==> src/rtl/core/fan_curve_hysteresis_controller_macros.svh <==
// Assertion macros shared by the fan curve hysteresis controller RTL.
// No dependencies; included by the modules that carry assertions.
`ifndef FAN_CURVE_HYSTERESIS_CONTROLLER_MACROS_SVH
`define FAN_CURVE_HYSTERESIS_CONTROLLER_MACROS_SVH

`ifndef ASSERT_OFF
// Property must hold at every clock edge outside reset.
`define FCHC_ASSERT(lbl, clk, rst_n, prop, msg) \
  lbl: assert property (@(posedge clk) disable iff (!rst_n) (prop)) else $error(msg);
// Condition must never be true at a clock edge outside reset.
`define FCHC_ASSERT_NEVER(lbl, clk, rst_n, cond, msg) \
  lbl: assert property (@(posedge clk) disable iff (!rst_n) !(cond)) else $error(msg);
`else
`define FCHC_ASSERT(lbl, clk, rst_n, prop, msg)
`define FCHC_ASSERT_NEVER(lbl, clk, rst_n, cond, msg)
`endif

`endif

==> src/rtl/core/fchc_pkg.sv <==
// Package of the fan curve hysteresis controller: sizes, codes, state types.
// No dependencies; used by fchc_update, the top level and the testbench.
`timescale 1ns / 1ps

package fchc_pkg;

  localparam int FAN_COUNT  = 4;
  localparam int TEMP_STEPS = 256;

  localparam int FAN_AW    = (FAN_COUNT > 1) ? $clog2(FAN_COUNT) : 1;
  localparam int TIDX_W    = $clog2(TEMP_STEPS);
  localparam int TBL_DEPTH = FAN_COUNT * TEMP_STEPS;
  localparam int TBL_AW    = $clog2(TBL_DEPTH);

  localparam logic [7:0]  TEMP_RESET_MIN = 8'hFF;
  localparam logic [15:0] ERR_MAX        = 16'hFFFF;

  typedef enum logic [1:0] {
    CMD_SAMPLE    = 2'd0,
    CMD_START     = 2'd1,
    CMD_LOAD_RISE = 2'd2,
    CMD_LOAD_FALL = 2'd3
  } cmd_t;

  // Per-fan record held in the fan state memory.
  typedef struct packed {
    logic [7:0]  last_temp;
    logic [7:0]  last_duty;
    logic [7:0]  min_seen;
    logic [7:0]  max_seen;
    logic [15:0] error_count;
  } fan_state_t;

  localparam int FAN_STATE_W = $bits(fan_state_t);

  localparam fan_state_t FAN_STATE_RESET = '{
    last_temp:   8'h00,
    last_duty:   8'h00,
    min_seen:    TEMP_RESET_MIN,
    max_seen:    8'h00,
    error_count: 16'h0000
  };

  // Sample fields that the update logic needs.
  typedef struct packed {
    cmd_t       command;
    logic       sensor_ok;
    logic [7:0] temperature;
  } sample_t;

  // Duty programming decision of one transaction.
  typedef struct packed {
    logic       duty_write;
    logic [7:0] duty;
  } duty_cmd_t;

  function automatic logic fan_in_range(input logic [1:0] fan);
    return 32'(fan) < FAN_COUNT;
  endfunction

  function automatic logic temp_in_range(input logic [7:0] temp);
    return 32'(temp) < TEMP_STEPS;
  endfunction

  // Curve table address; samples beyond the table use the last entry.
  function automatic logic [TBL_AW-1:0] tbl_addr(input logic [FAN_AW-1:0] fan_idx,
                                                 input logic [7:0] temp);
    logic [TIDX_W-1:0] tidx;
    tidx = temp_in_range(temp) ? TIDX_W'(temp) : TIDX_W'(TEMP_STEPS - 1);
    return TBL_AW'(TBL_AW'(fan_idx) * TBL_AW'(TEMP_STEPS)) + TBL_AW'(tidx);
  endfunction

endpackage

==> src/rtl/core/fchc_update.sv <==
// Hysteresis update of one fan record for a sample or start transaction.
// Depends on fchc_pkg; pure combinational logic between RAM read and write back.
`timescale 1ns / 1ps

module fchc_update (
  input  fchc_pkg::sample_t    sample,
  input  fchc_pkg::fan_state_t state_cur,
  input  logic [7:0]           rise_entry,
  input  logic [7:0]           fall_entry,
  input  logic [7:0]           max_duty,
  output fchc_pkg::fan_state_t state_nxt,
  output fchc_pkg::duty_cmd_t  duty_cmd
);

  fchc_pkg::fan_state_t st;
  logic [7:0] temp;

  assign temp = sample.temperature;

  always_comb begin
    st       = state_cur;
    duty_cmd = '0;
    case (sample.command)
      fchc_pkg::CMD_SAMPLE, fchc_pkg::CMD_START: begin
        if (sample.command == fchc_pkg::CMD_START) begin
          st = fchc_pkg::FAN_STATE_RESET;
        end
        if (!sample.sensor_ok) begin
          duty_cmd.duty_write = 1'b1;
          duty_cmd.duty       = max_duty;
          st.last_temp        = 8'h00;
          if (st.error_count != fchc_pkg::ERR_MAX) begin
            st.error_count = st.error_count + 16'd1;
          end
        end else if (temp != st.last_temp) begin
          if (temp > st.last_temp) begin
            // A zero rise entry while the last temperature is zero falls back on the fall curve.
            if (rise_entry == 8'h00 && st.last_temp == 8'h00) begin
              duty_cmd.duty_write = 1'b1;
              duty_cmd.duty       = fall_entry;
              st.last_duty        = fall_entry;
            end else if (rise_entry > st.last_duty) begin
              duty_cmd.duty_write = 1'b1;
              duty_cmd.duty       = rise_entry;
              st.last_duty        = rise_entry;
            end
          end else if (fall_entry < st.last_duty) begin
            duty_cmd.duty_write = 1'b1;
            duty_cmd.duty       = fall_entry;
            st.last_duty        = fall_entry;
          end
          st.last_temp = temp;
          if (temp > st.max_seen) begin
            st.max_seen = temp;
          end
          if (temp < st.min_seen) begin
            st.min_seen = temp;
          end
        end
      end
      default: begin
        st = state_cur;
      end
    endcase
    state_nxt = st;
  end

endmodule

==> config.mk <==
export PLATFORM = sky130hd
export DESIGN_NAME = fchc_update
export DESIGN_NICKNAME = d
export VERILOG_FILES = /design/src/rtl/core/fan_curve_hysteresis_controller_macros.svh /design/src/rtl/core/fchc_pkg.sv /design/src/rtl/core/fchc_update.sv
export SDC_FILE = /design/constraint.sdc
export NUM_CORES = 1
export LEC_CHECK = 0
export BUFFER_PORTS_ARGS = -buffer_cell sky130_fd_sc_hd__buf_4
export CAP_MARGIN = 20
export CORE_MARGIN = 3
export CORE_UTILIZATION = 49
export DETAILED_ROUTE_END_ITERATION = 8
export PLACE_DENSITY = 0.84
export SYNTH_ARGS = -nofsm -noshare
export SYNTH_HDL_FRONTEND = slang
export SYNTH_SLANG_ARGS = --single-unit
==> constraint.sdc <==
create_clock -name vclk -period 3.4
set_input_delay 0.34 -clock vclk [all_inputs]
set_output_delay 0.34 -clock vclk [all_outputs]
set_load 0.03 [all_outputs]
==> metrics.yaml <==
power_and_ir_drop:
  peakVddDrop_mv: 0.101
  pwr_density_cell_nw_per_um2: 188
  p_leak_nw: 1.79
  finalPower_mw: 0.767
yosys:
  synth_warnings: 0
  ys_types: 65
  synth_area_per_cell_um2: 7.05
  syn_area_um2: 2830
  synth_cells: 401
  synth_fp_nets: 523
  ys_seq_area_share_pct: 0
setup_path:
  crit_chain: "buf_4 -> nand2b_1 -> buf_4 -> and2_1 -> ha_1 -> nand4_1 -> or2_1 -> and2_1 -> nor2_4 -> buf_12 -> or3_1 -> o221ai_1 -> buf_4"
  critPathLaunch: "sample[10]"
  crit_fanout: 17
  required_ns: 3.06
  max_stage_delay_ns: 0.40
  worst_path_most_repeated_cell: "buf_4"
  crit_path_end_kind: "output port"
  cpMaxStageDelayCell: "or3_1"
  worstSetupEndpoint: "state_nxt[36]"
  cp.arrival_ns: 2.93
  worst_setup_path_start_kind: "input port"
  crit_type: "in2out"
floorplanning:
  start_util_pct: 51.0
  die_h_um: 82.0
  coreArea_um2: 5540
  io_pins: 140
  die_w_um: 82.0
  die-area_um2: 6720
  num_rows: 27
cells_and_area:
  n_antenna_cell: 0
  seq_cells: 0
  area_delta_synth_final_pct: 44.1
  final_layout_size_suffix_gt1_share_pct: 36.0
  nNetsFinal: 652
  nClkBuffers: 0
  seq_area_um2: 0
placement:
  place_congestion: 0.860
  portBuffers: 140
  dp_hpwl_mm: 8.24
drt:
  vias: 3878
  drc: 0
  wl_mm: 10.3
  wl_per_cell_um: 17.1
  ant_nets: 0
  drtIter0Drc: 283
  vias_per_cell: 6.46
  dr.pass1.iters: 5
flow_run:
  maxCapViolCount: 0
timing:
  tns_ns: 0
  hold_viol: 0
  tightest_slew_ns: 0.862
  rsz0062_at_grt: "false"
  layout_min_cycle_time_ns: 3.27
  fin_crit_sh_pct: 96.3
  slew_headroom_pct: 42.5
  max_freq_mhz: 305
  drv_slew: 0
  hold_slack_ns: 1.02
  finalSetupViolCount: 0
grt:
  grt_overflow_total: 0
  grt_pass1_vias: 3448
  grt_pass1_wl_mm: 15.9
  grt_max_degree: 33
  grt_usage_pct: 28.7
  antenna_found_initial: 0
outcome:
  status: "finished clean"
min_path:
  min_path_type: "in2out"
clock_network:
  cts_hold_buffers: 0
-- layout by cell type, fill, tap and decap left out, types with 5 or more instances in the layout --
master,n
o221ai_1,5
a2111oi_0,6
inv_1,14
a31oi_2,8
xor2_1,8
a22oi_1,8
nand2_1,51
a311oi_2,8
nand4_1,6
or3_1,15
nor2b_1,9
nor4_1,8
a21o_1,6
a21oi_1,10
and2_1,9
a32oi_1,8
a211oi_1,10
buf_4,152
a22o_1,16
xnor2_1,5
o311ai_0,9
nand3_1,23
nand2b_1,10
ha_1,39
mux2i_1,7
nor2_1,24
-- kinds of logic after synthesis --
kind of cell	Yosys count	share of synthesized area (%)
buf+inv	40	6.33
compound gates	127	36.7
mux	8	3.01
xor+xnor	13	4.03
simple gates	174	32.7
fa+ha+maj	39	17.3
-- per-stage QoR --
stage | setup WS [ns] | cell area [um2] | util (%) | instances
5_1_grt | 0.00201 | 4070 | 73.5 | 600
4_1_cts | 0.128 | 4070 | 73.5 | 600
3_3_place_gp | 0.224 | 4070 | 73.5 | 600
2_1_floorplan | 0.00911 | 2950 | - | 401
6_report | 0.126 | 4070 | 73.5 | 600
3_5_place_dp | 0.127 | 4070 | 73.5 | 600
-- power by group --
| part | switching (mW) | internal [mW] |
|---|---|---|
| clock network | 0 | 0 |
| registers | 0 | 0 |
| logic | 0.450 | 0.317 |
| total | 0.450 | 0.317 |
-- worst min path at each step --
| stage | start | end | slack (ns) | depth (start not counted) |
|---|---|---|---|---|
| 3_3_place_gp | state_cur[7] | state_nxt[7] | 1.02 | 3 |
| 6_report | state_cur[7] | state_nxt[7] | 1.02 | 3 |
| 3_5_place_dp | state_cur[7] | state_nxt[7] | 1.01 | 3 |
| 5_1_grt | state_cur[7] | state_nxt[7] | 1.04 | 3 |
| 2_1_floorplan | sample[0] | state_nxt[16] | 0.86 | 1 |
| 4_1_cts | state_cur[7] | state_nxt[7] | 1.02 | 3 |
-- Yosys cell counts, types with 7 or more instances --
library cell / count / area, um2
a311oi_1: 8 / 70.1
nor4_1: 8 / 50.1
and2_1: 9 / 56.3
nand2_1: 51 / 191
ha_1: 39 / 488
a22oi_1: 8 / 60.1
a22o_1: 16 / 140
clkbuf_1: 15 / 56.3
nor2_1: 24 / 90.1
mux2i_1: 7 / 70.1
nor2b_1: 9 / 56.3
nand2b_1: 10 / 62.6
a31oi_1: 10 / 62.6
inv_1: 14 / 52.6
xor2_1: 8 / 70.1
a32oi_1: 8 / 70.1
a21oi_1: 10 / 50.1
or3_1: 15 / 93.8
a2111oi_0: 8 / 70.1
o221ai_1: 8 / 70.1
o311ai_0: 9 / 78.8
a211oi_1: 10 / 75.1
nand3_1: 23 / 115
-- layout make-up --
type / instances / area [um2]
fill: 496 / 1470
inverter: 14 / 52.6
multi-input combinational: 361 / 2770
tap: 72 / 90.1
timing repair buffer: 153 / 1160
-- metal layers --
metal / track usage (%) / vias up / routed length (um)
met5: 0 / - / 0
met3: 1.97 / 11 / 880
li1: - / 1840 / -
met2: 50.2 / 202 / 5020
met4: 4.65 / 0 / 70
met1: 38.8 / 1825 / 4310
-- timing repair --
item,in CTS,in global routing
gates resized for setup,0,3
endpoints found under the setup margin,0,3
setup buffers,0,0
-- worst max-delay path: cells and delay by family --
family          cells  cell delay [ns]
simple gates        7             1.41
compound gates      1             0.22
fa+ha+maj           1             0.27
buf+inv             4             0.69
Note: power is estimated with default switching activity, not from simulation.
