[config.mk]
export PLATFORM = sky130hd
export DESIGN_NAME = fchc_ram
export DESIGN_NICKNAME = d
export VERILOG_FILES = /design/src/rtl/core/fan_curve_hysteresis_controller_macros.svh /design/src/rtl/core/fchc_ram.sv
export SDC_FILE = /design/constraint.sdc
export NUM_CORES = 1
export LEC_CHECK = 0
export BUFFER_PORTS_ARGS = -buffer_cell sky130_fd_sc_hd__buf_2
export CORE_MARGIN = 4
export CORE_UTILIZATION = 30
export CTS_CLUSTER_DIAMETER = 30
export DETAILED_ROUTE_END_ITERATION = 6
export PLACE_DENSITY = 0.55
export SYNTH_ARGS = -nofsm -noshare
export SYNTH_HDL_FRONTEND = slang
export SYNTH_SLANG_ARGS = --single-unit
[constraint.sdc]
create_clock -name clk -period 1.9 [get_ports clk]
set_input_delay 0.38 -clock clk [delete_from_list [all_inputs] [get_ports clk]]
set_output_delay 0.38 -clock clk [all_outputs]
set_load 0.01 [all_outputs]
[src/rtl/core/fan_curve_hysteresis_controller_macros.svh]
// Assertion macros shared by the fan curve hysteresis controller RTL.
// No dependencies; included by the modules that carry assertions.
`ifndef FAN_CURVE_HYSTERESIS_CONTROLLER_MACROS_SVH
`define FAN_CURVE_HYSTERESIS_CONTROLLER_MACROS_SVH

`ifndef ASSERT_OFF
// Property must hold at every clock edge outside reset.
`define FCHC_ASSERT(lbl, clk, rst_n, prop, msg) \
  lbl: assert property (@(posedge clk) disable iff (!rst_n) (prop)) else $error(msg);
// Condition must never be true at a clock edge outside reset.
`define FCHC_ASSERT_NEVER(lbl, clk, rst_n, cond, msg) \
  lbl: assert property (@(posedge clk) disable iff (!rst_n) !(cond)) else $error(msg);
`else
`define FCHC_ASSERT(lbl, clk, rst_n, prop, msg)
`define FCHC_ASSERT_NEVER(lbl, clk, rst_n, cond, msg)
`endif

`endif

[src/rtl/core/fchc_ram.sv]
// Generic simple dual-port RAM with one write port and a registered read port.
// No dependencies; the read data holds while no read is enabled.
`timescale 1ns / 1ps

module fchc_ram #(
  parameter int WIDTH = 8,
  parameter int DEPTH = 16
) (
  input  logic                                        clk,
  input  logic                                        we,
  input  logic [((DEPTH > 1) ? $clog2(DEPTH) : 1)-1:0] waddr,
  input  logic [WIDTH-1:0]                            wdata,
  input  logic                                        re,
  input  logic [((DEPTH > 1) ? $clog2(DEPTH) : 1)-1:0] raddr,
  output logic [WIDTH-1:0]                            rdata
);

  logic [WIDTH-1:0] mem_r [DEPTH];
  logic [WIDTH-1:0] rdata_r;

  always_ff @(posedge clk) begin
    if (we) begin
      mem_r[waddr] <= wdata;
    end
    if (re) begin
      rdata_r <= mem_r[raddr];
    end
  end

  assign rdata = rdata_r;

endmodule

==> results of run 1 <==
## worst reg2reg max path, delay by kind of cell, from the launching register on
kind	cells	cell delay [ns]
mux	1	0.52
compound gates	1	0.26
flops	1	0.36
simple gates	1	0.13
## layer usage
layer,up-vias,track usage,wire (um)
met4,0,0.03672,52
li1,1111,-,-
met1,1281,0.1675,5169
met2,60,0.1687,4956
met3,4,0.03892,488
met5,-,0,0
## sequential cells by signal, summed over array words and instances, names as in the netlist
signal  cells
rdata       8
mem_r     128
## through the flow
step / setup slack (ns) / cells / power, mW
after floorplan: 0.02713 / 229 / 3.634
after global placement: -0.1079 / 497 / 3.806
after detailed placement: -0.1287 / 497 / 3.816
after CTS: 0.3174 / 529 / 6.988
after global routing: 0.2580 / 529 / 7.164
final: 0.3190 / 529 / 6.905
## where the power goes
group	internal [mW]	switching [mW]
sequential	3.38	0.0141
clock	1.93	1.23
combinational	0.150	0.200
total	5.46	1.44
## kinds of logic after synthesis
family / after synthesis / synth area share
AO/OA/AOI/OAI: 16 / 0.02298
buffers and inverters: 10 / 0.01651
flip-flops: 136 / 0.7812
multiplexers: 32 / 0.1479
AND/OR/NAND/NOR: 35 / 0.03136
## cell usage in the layout, fill, tap and decap left out, drive strengths merged, types with 2 or more instances in the layout
cell type | Yosys | routed
nor2 | 13 | 13
nand2b | 2 | 2
edfxtp | 136 | 136
inv | 0 | 3
a22oi | 16 | 16
clkinv | 0 | 8
nand2 | 9 | 9
buf | 7 | 53
clkbuf | 0 | 17
clkinvlp | 0 | 2
bufinv | 0 | 2
mux4 | 32 | 32
nand3b | 2 | 2
nor3 | 4 | 4
## cell type report
cell class	instances	area, sq um
Fill cell	1631	10790
Clock inverter	15	151.4
Tap cell	225	281.5
Clock buffer	17	425.4
Timing Repair Buffer	53	382.9
Multi-Input combinational cell	83	1057
Sequential cell	136	4084
## how the worst max path moves through the flow
stage,cells after the start,endpoint,slack (ns)
2_1_floorplan,2,mem_r[0][0],0.03
3_3_place_gp,6,rdata[2],-0.11
3_5_place_dp,6,rdata[5],-0.13
4_1_cts,6,rdata[5],0.32
5_1_grt,6,rdata[5],0.26
6_report,6,rdata[5],0.32
==> summary.md, run 1 <==
| Metric | Value |
|---|---|
| Outcome | completed |
| Worst Hold Class | input pin to flip-flop |
| TNS Setup | 0 ns |
| Post-CTS sizing | 0 |
| Critical-path cell list | buf_2, buf_4, buf_12, mux4_1, a22oi_1, nand2_1 |
| Flops & latches, synth | 136 |
| Worst R2R Path Depth | 3 |
| Worst path slowest cell | mux4_1 |
| Detailed Route Iter0 Violations | 168 |
| Final min period | 1.581 ns |
| Reg-to-reg slack, setup | 0.36 ns |
| Final period util | 0.8321 |
| Hold path startpoint | re |
| Global placement routability congestion | 0.7288 |
| Crit path DAT | 1.73 ns |
| Routed WL per cell | 20.16 um |
| Chip Height | 140.0 um |
| Post CTS Setup Buffer Count | 0 |
| Main synth FF type | edfxtp_1 |
| GRT Total Usage | 0.1167 |
| Worst setup SP type | input pin |
| Maximum clock frequency | 632.5 MHz |
| Peak supply drop | 0.6312 mV |
| Largest area contributor in the netlist | edfxtp_1 |
| Worst Setup Path Type | input pin to flip-flop |
| Util after Layout | 0.3716 |
| Post-DRT Antenna Nets | 0 |
| Synth warnings | 0 |
| Via count | 2456 |
| Top-count cell post-synth | edfxtp_1 |
| Port Buf Inserts | 26 |
| Mapped Nets | 248 |
| Effective utilization at floorplan | 0.3043 |
| Final Max Slew Viols | 0 |
| Chip width | 140.0 um |
| Post-Syn Instances | 229 |
| DRC Markers | 0 |
| EDFF count, synth | 136 |
| Worst hold endpoint | rdata[3] |
| CTS Root Cell | clkbuf_16 |
| Hold path depth | 1 |
| Crit path max-delay family | multiplexers |
| Max-cap violation count | 0 |
| Pre-antenna DRT Iters | 4 |
| N_diodes | 0 |
| Die Area | 19600 sq um |
| Final instance area | 6382 sq um |
| TritonCTS clock tree | done |
| Sequential fraction of the synthesis area | 0.7812 |
| DRT Wirelength | 10.67 mm |
| Final Hold Fails | 0 |
| Syn avg cell area | 22.83 sq um |
| Most instantiated cells after synthesis | edfxtp_1 (136), mux4_2 (18), a22oi_1 (16), mux4_1 (14), nor2_1 (13) |
| Cts bufs inserted | 17 |
| Ys async rst share | 0 |
| Worst-path clk slew | 0.06 ns |
| HPWL Detailed | 6.901 mm |
| I/O Pins | 27 |
| Top cells by area, synth | edfxtp_1 (78%), mux4_2 (7.8%), mux4_1 (7.0%) |
| Initial antenna violation count | 0 |
| H-tree Lvls | 4 |
| Pwr/cell area | 1082 nW/um^2 |
| Reg2reg start | mem_r[15][7] |
| Critical Path RT | 2.05 ns |
| Worst Hold Margin | 0.3120 ns |
| Clock Path Buffers | 2 |
| Share of layout cells above drive strength 1 | 0.3388 |
| Critical path buffer and inverter count | 3 |
| Syn Std Cell Area | 5228 sq um |
| Setup violators final | 0 |
| Core Region | 17180 sq um |
| Slew HR | 0.7638 |
| Final Net Count | 310 |
| Total global routing overflow | 0 |
| Largest net degree at the start of global routing | 17 |
| Netlist cell types | 18 |
| Worst Tran Pin Value | 0.3543 ns |
| Crit end category | flip-flop |
| Post-CTS Hold Fix Bufs | 0 |
| Reg-to-reg endpoint | rdata[7] |
| Critical Path Start | raddr[0] |
| RSZ-0062 raised after global routing | no |
| Worst Path Max Fanout | 10 |
| Share of the synthesized area in the top cell type | 0.7812 |
| # rows | 48 |
| Placement Cell Area | 5806 sq um |
| Slowest stage delay, CP | 0.55 ns |
| First-pass GRT wire length | 16.53 mm |
| Vias in the first global route | 2584 |
| Detail-routed via count per cell | 4.643 |
| Skew final | 0.01101 ns |
| Skew-Pair Late Insertion Delay | 0.42 ns |
| Area growth from synthesis to layout | 22.09% |
| Clk sinks | 136 |
| Leakage | 2.148 nW |
No activity file was read; power rests on OpenSTA's default activity.
==> run 2, diff against run 1 <==
Settings changed: PLACE_DENSITY 0.55 to 0.54.
Clock period 1.9 ns to 1.6 ns, I/O delays scaled along.
==> summary.md, run 2 (same netlist as run 1, synthesis figures left out) <==
| Metric | Value |
|---|---|
| Final Hold Fails | 0 (unchanged) |
| Post CTS Setup Buffer Count | 0 (unchanged) |
| TritonCTS clock tree | done |
| Max reg flops | 128 (unchanged) |
| Peak supply drop | 0.8385 mV (+33%) |
| Worst Setup Path Type | input pin to flip-flop |
| Slew HR | 0.5216 (-0.2423) |
| Area growth from synthesis to layout | 22.50% |
| Clk sinks | 136 (unchanged) |
| CTS Root Cell | clkbuf_16 |
| Place WS | -0.3316 ns (-0.2029 ns) |
| N_diodes | 0 (unchanged) |
| Clock Path Buffers | 2 (unchanged) |
| Crit end category | flip-flop |
| Tot Pwr | 8.133 mW (+18%) |
| DRC Markers | 0 (unchanged) |
| Setup ws final | 0.1179 ns (-0.2011 ns) |
| Chip Height | 140.0 um (unchanged) |
| Effective utilization at floorplan | 0.3043 (unchanged) |
| I/O Pins | 27 (unchanged) |
| Total global routing overflow | 0 (unchanged) |
| DRT Wirelength | 10.36 mm (-2.8%) |
| Share of layout cells above drive strength 1 | 0.3431 (+0.004321) |
| Fin cells | 531 (+0.38%) |
| Chip width | 140.0 um (unchanged) |
| Core Region | 17180 sq um (unchanged) |
| Worst Tran Pin Value | 0.7162 ns (+0.3619 ns) |
| Skew final | 0.003635 ns (-0.007379 ns) |
| Detailed Route Iter0 Violations | 141 (-16%) |
| Skew-Pair Late Insertion Delay | 0.40 ns (-0.02 ns) |
| Flop pwr share | 0.497 (+0.005) |
| Top reg by flops | mem_r |
| Reg-to-reg endpoint | rdata[6] |
| Outcome | completed |
| Maximum clock frequency | 674.7 MHz |
| Clock share of power | 0.454 (-0.004) |
| Initial antenna violation count | 1 (+1) |
| Hold path depth | 1 (unchanged) |
| Global placement routability congestion | 0.7001 (-3.9%) |
| Most frequent cells in the layout | edfxtp_1 (136), buf_4 (27), buf_2 (26), mux4_2 (18), clkbuf_16 (17) |
| Final min period | 1.482 ns |
| Worst hold endpoint | rdata[5] |
| Reg-to-reg slack, setup | 0.12 ns (-0.24 ns) |
| Via count | 2422 (-1.4%) |
| Sw Ratio | 0.1895 (-0.01961) |
| Worst Path Max Fanout | 5 (-5) |
| Pre-antenna DRT Iters | 4 (unchanged) |
| Placed Cells | 501 (+0.80%) |
| TNS Setup | 0 ns (unchanged) |
| NetSw | 1.541 mW (+6.7%) |
| Worst Hold Class | input pin to flip-flop |
| HPWL Detailed | 7.083 mm (+2.6%) |
| Post-CTS Hold Fix Bufs | 0 (unchanged) |
| Worst R2R Path Depth | 4 (+1) |
| Worst setup SP type | input pin |
| Worst-path clk slew | 0.05 ns (about the same) |
| Post-CTS sizing | 0 (unchanged) |
| Post-DRT Antenna Nets | 0 (unchanged) |
| P_int | 6.591 mW (+21%) |
| Critical Path RT | 1.75 ns (-0.30 ns) |
| H-tree Lvls | 4 (unchanged) |
| Detail-routed via count per cell | 4.561 (-1.8%) |
| Setup violators final | 0 (unchanged) |
| Die Area | 19600 sq um (unchanged) |
| Hold path startpoint | re |
| Cts bufs inserted | 17 (unchanged) |
| Largest net degree at the start of global routing | 17 (unchanged) |
| Routed WL per cell | 19.52 um (-3.2%) |
| First-pass GRT wire length | 15.78 mm (-4.5%) |
| # rows | 48 (unchanged) |
| Max-cap violation count | 0 (unchanged) |
| Combinational share of power | 0.049 (-0.002) |
| Most common cell after layout, fill and taps aside | edfxtp_1 |
| Vias in the first global route | 2610 (+1.0%) |
| Final period util | 0.9263 |
| Leakage | 2.174 nW (+1.2%) |
| RSZ-0062 raised after global routing | no |
| Final Max Slew Viols | 0 (unchanged) |
| Reg2reg start | mem_r[4][6] |
| Port Buf Inserts | 26 (unchanged) |
| GRT Total Usage | 0.1123 (-0.004411) |
| Crit path DAT | 1.63 ns (-0.10 ns) |
| Final Net Count | 314 (+1.3%) |
| Pwr/cell area | 1270 nW/um^2 (+17%) |
run 2: cell types whose count changed in the layout (fill, tap and decap cells not counted), sizes merged:
cell | previous run | this run
clkinv | 8 | 10
inv | 3 | 0
clkinvlp | 2 | 0
bufinv | 2 | 3
buf | 53 | 57
run 2: power by group through the flow:
stage | combinational (mW) | clock [mW] | sequential (mW)
floorplan | 0.205 | 0 | 4.11
global placement | 0.406 | 0 | 4.11
detailed placement | 0.413 | 0 | 4.11
CTS | 0.414 | 3.76 | 4.04
global route | 0.442 | 3.92 | 4.04
finish | 0.400 | 3.69 | 4.04
run 2: through the flow:
| stage | cell area (sq um) | util | hold slack (ns) |
|---|---|---|---|
| 2_1_floorplan | 5240 | - | 0.4189 |
| 3_3_place_gp | 5841 | 0.3400 | 0.7073 |
| 3_5_place_dp | 5841 | 0.3400 | 0.7048 |
| 4_1_cts | 6404 | 0.3728 | 0.2743 |
| 5_1_grt | 6404 | 0.3728 | 0.2778 |
| 6_report | 6404 | 0.3728 | 0.2875 |
run 2: layout make-up:
| type | instances | area, sq um |
|---|---|---|
| Multi-Input combinational cell | 83 | 1062 |
| Sequential cell | 136 | 4084 |
| Timing Repair Buffer | 57 | 412.9 |
| Fill cell | 1597 | 10770 |
| Clock buffer | 17 | 425.4 |
| Tap cell | 225 | 281.5 |
| Clock inverter | 13 | 137.6 |
run 2: critical path, stage by stage:
cell	delay, ns
buf_2	0.15
buf_4	0.17
buf_4	0.12
mux4_1	0.55
a22oi_1	0.22
nand2_1	0.09
run 2: how the worst max path moves through the flow:
| stage | endpoint | from | cells after the start | slack (ns) |
|---|---|---|---|---|
| CTS | rdata[0] | mem_r[1][0] | 3 | 0.08 |
| finish | rdata[1] | raddr[0] | 6 | 0.12 |
| detailed placement | rdata[1] | raddr[0] | 6 | -0.33 |
| global route | rdata[6] | mem_r[7][6] | 4 | 0.04 |
| global placement | rdata[1] | raddr[0] | 6 | -0.31 |
| floorplan | rdata[1] | raddr[0] | 5 | 0.004 |
run 2: layer usage:
metal,vias to the layer above,track usage,routed length (um)
met4,2,0.04284,136
li1,1111,-,-
met3,11,0.03585,560
met2,62,0.1757,5099
met5,-,0,13
met1,1236,0.1468,4554
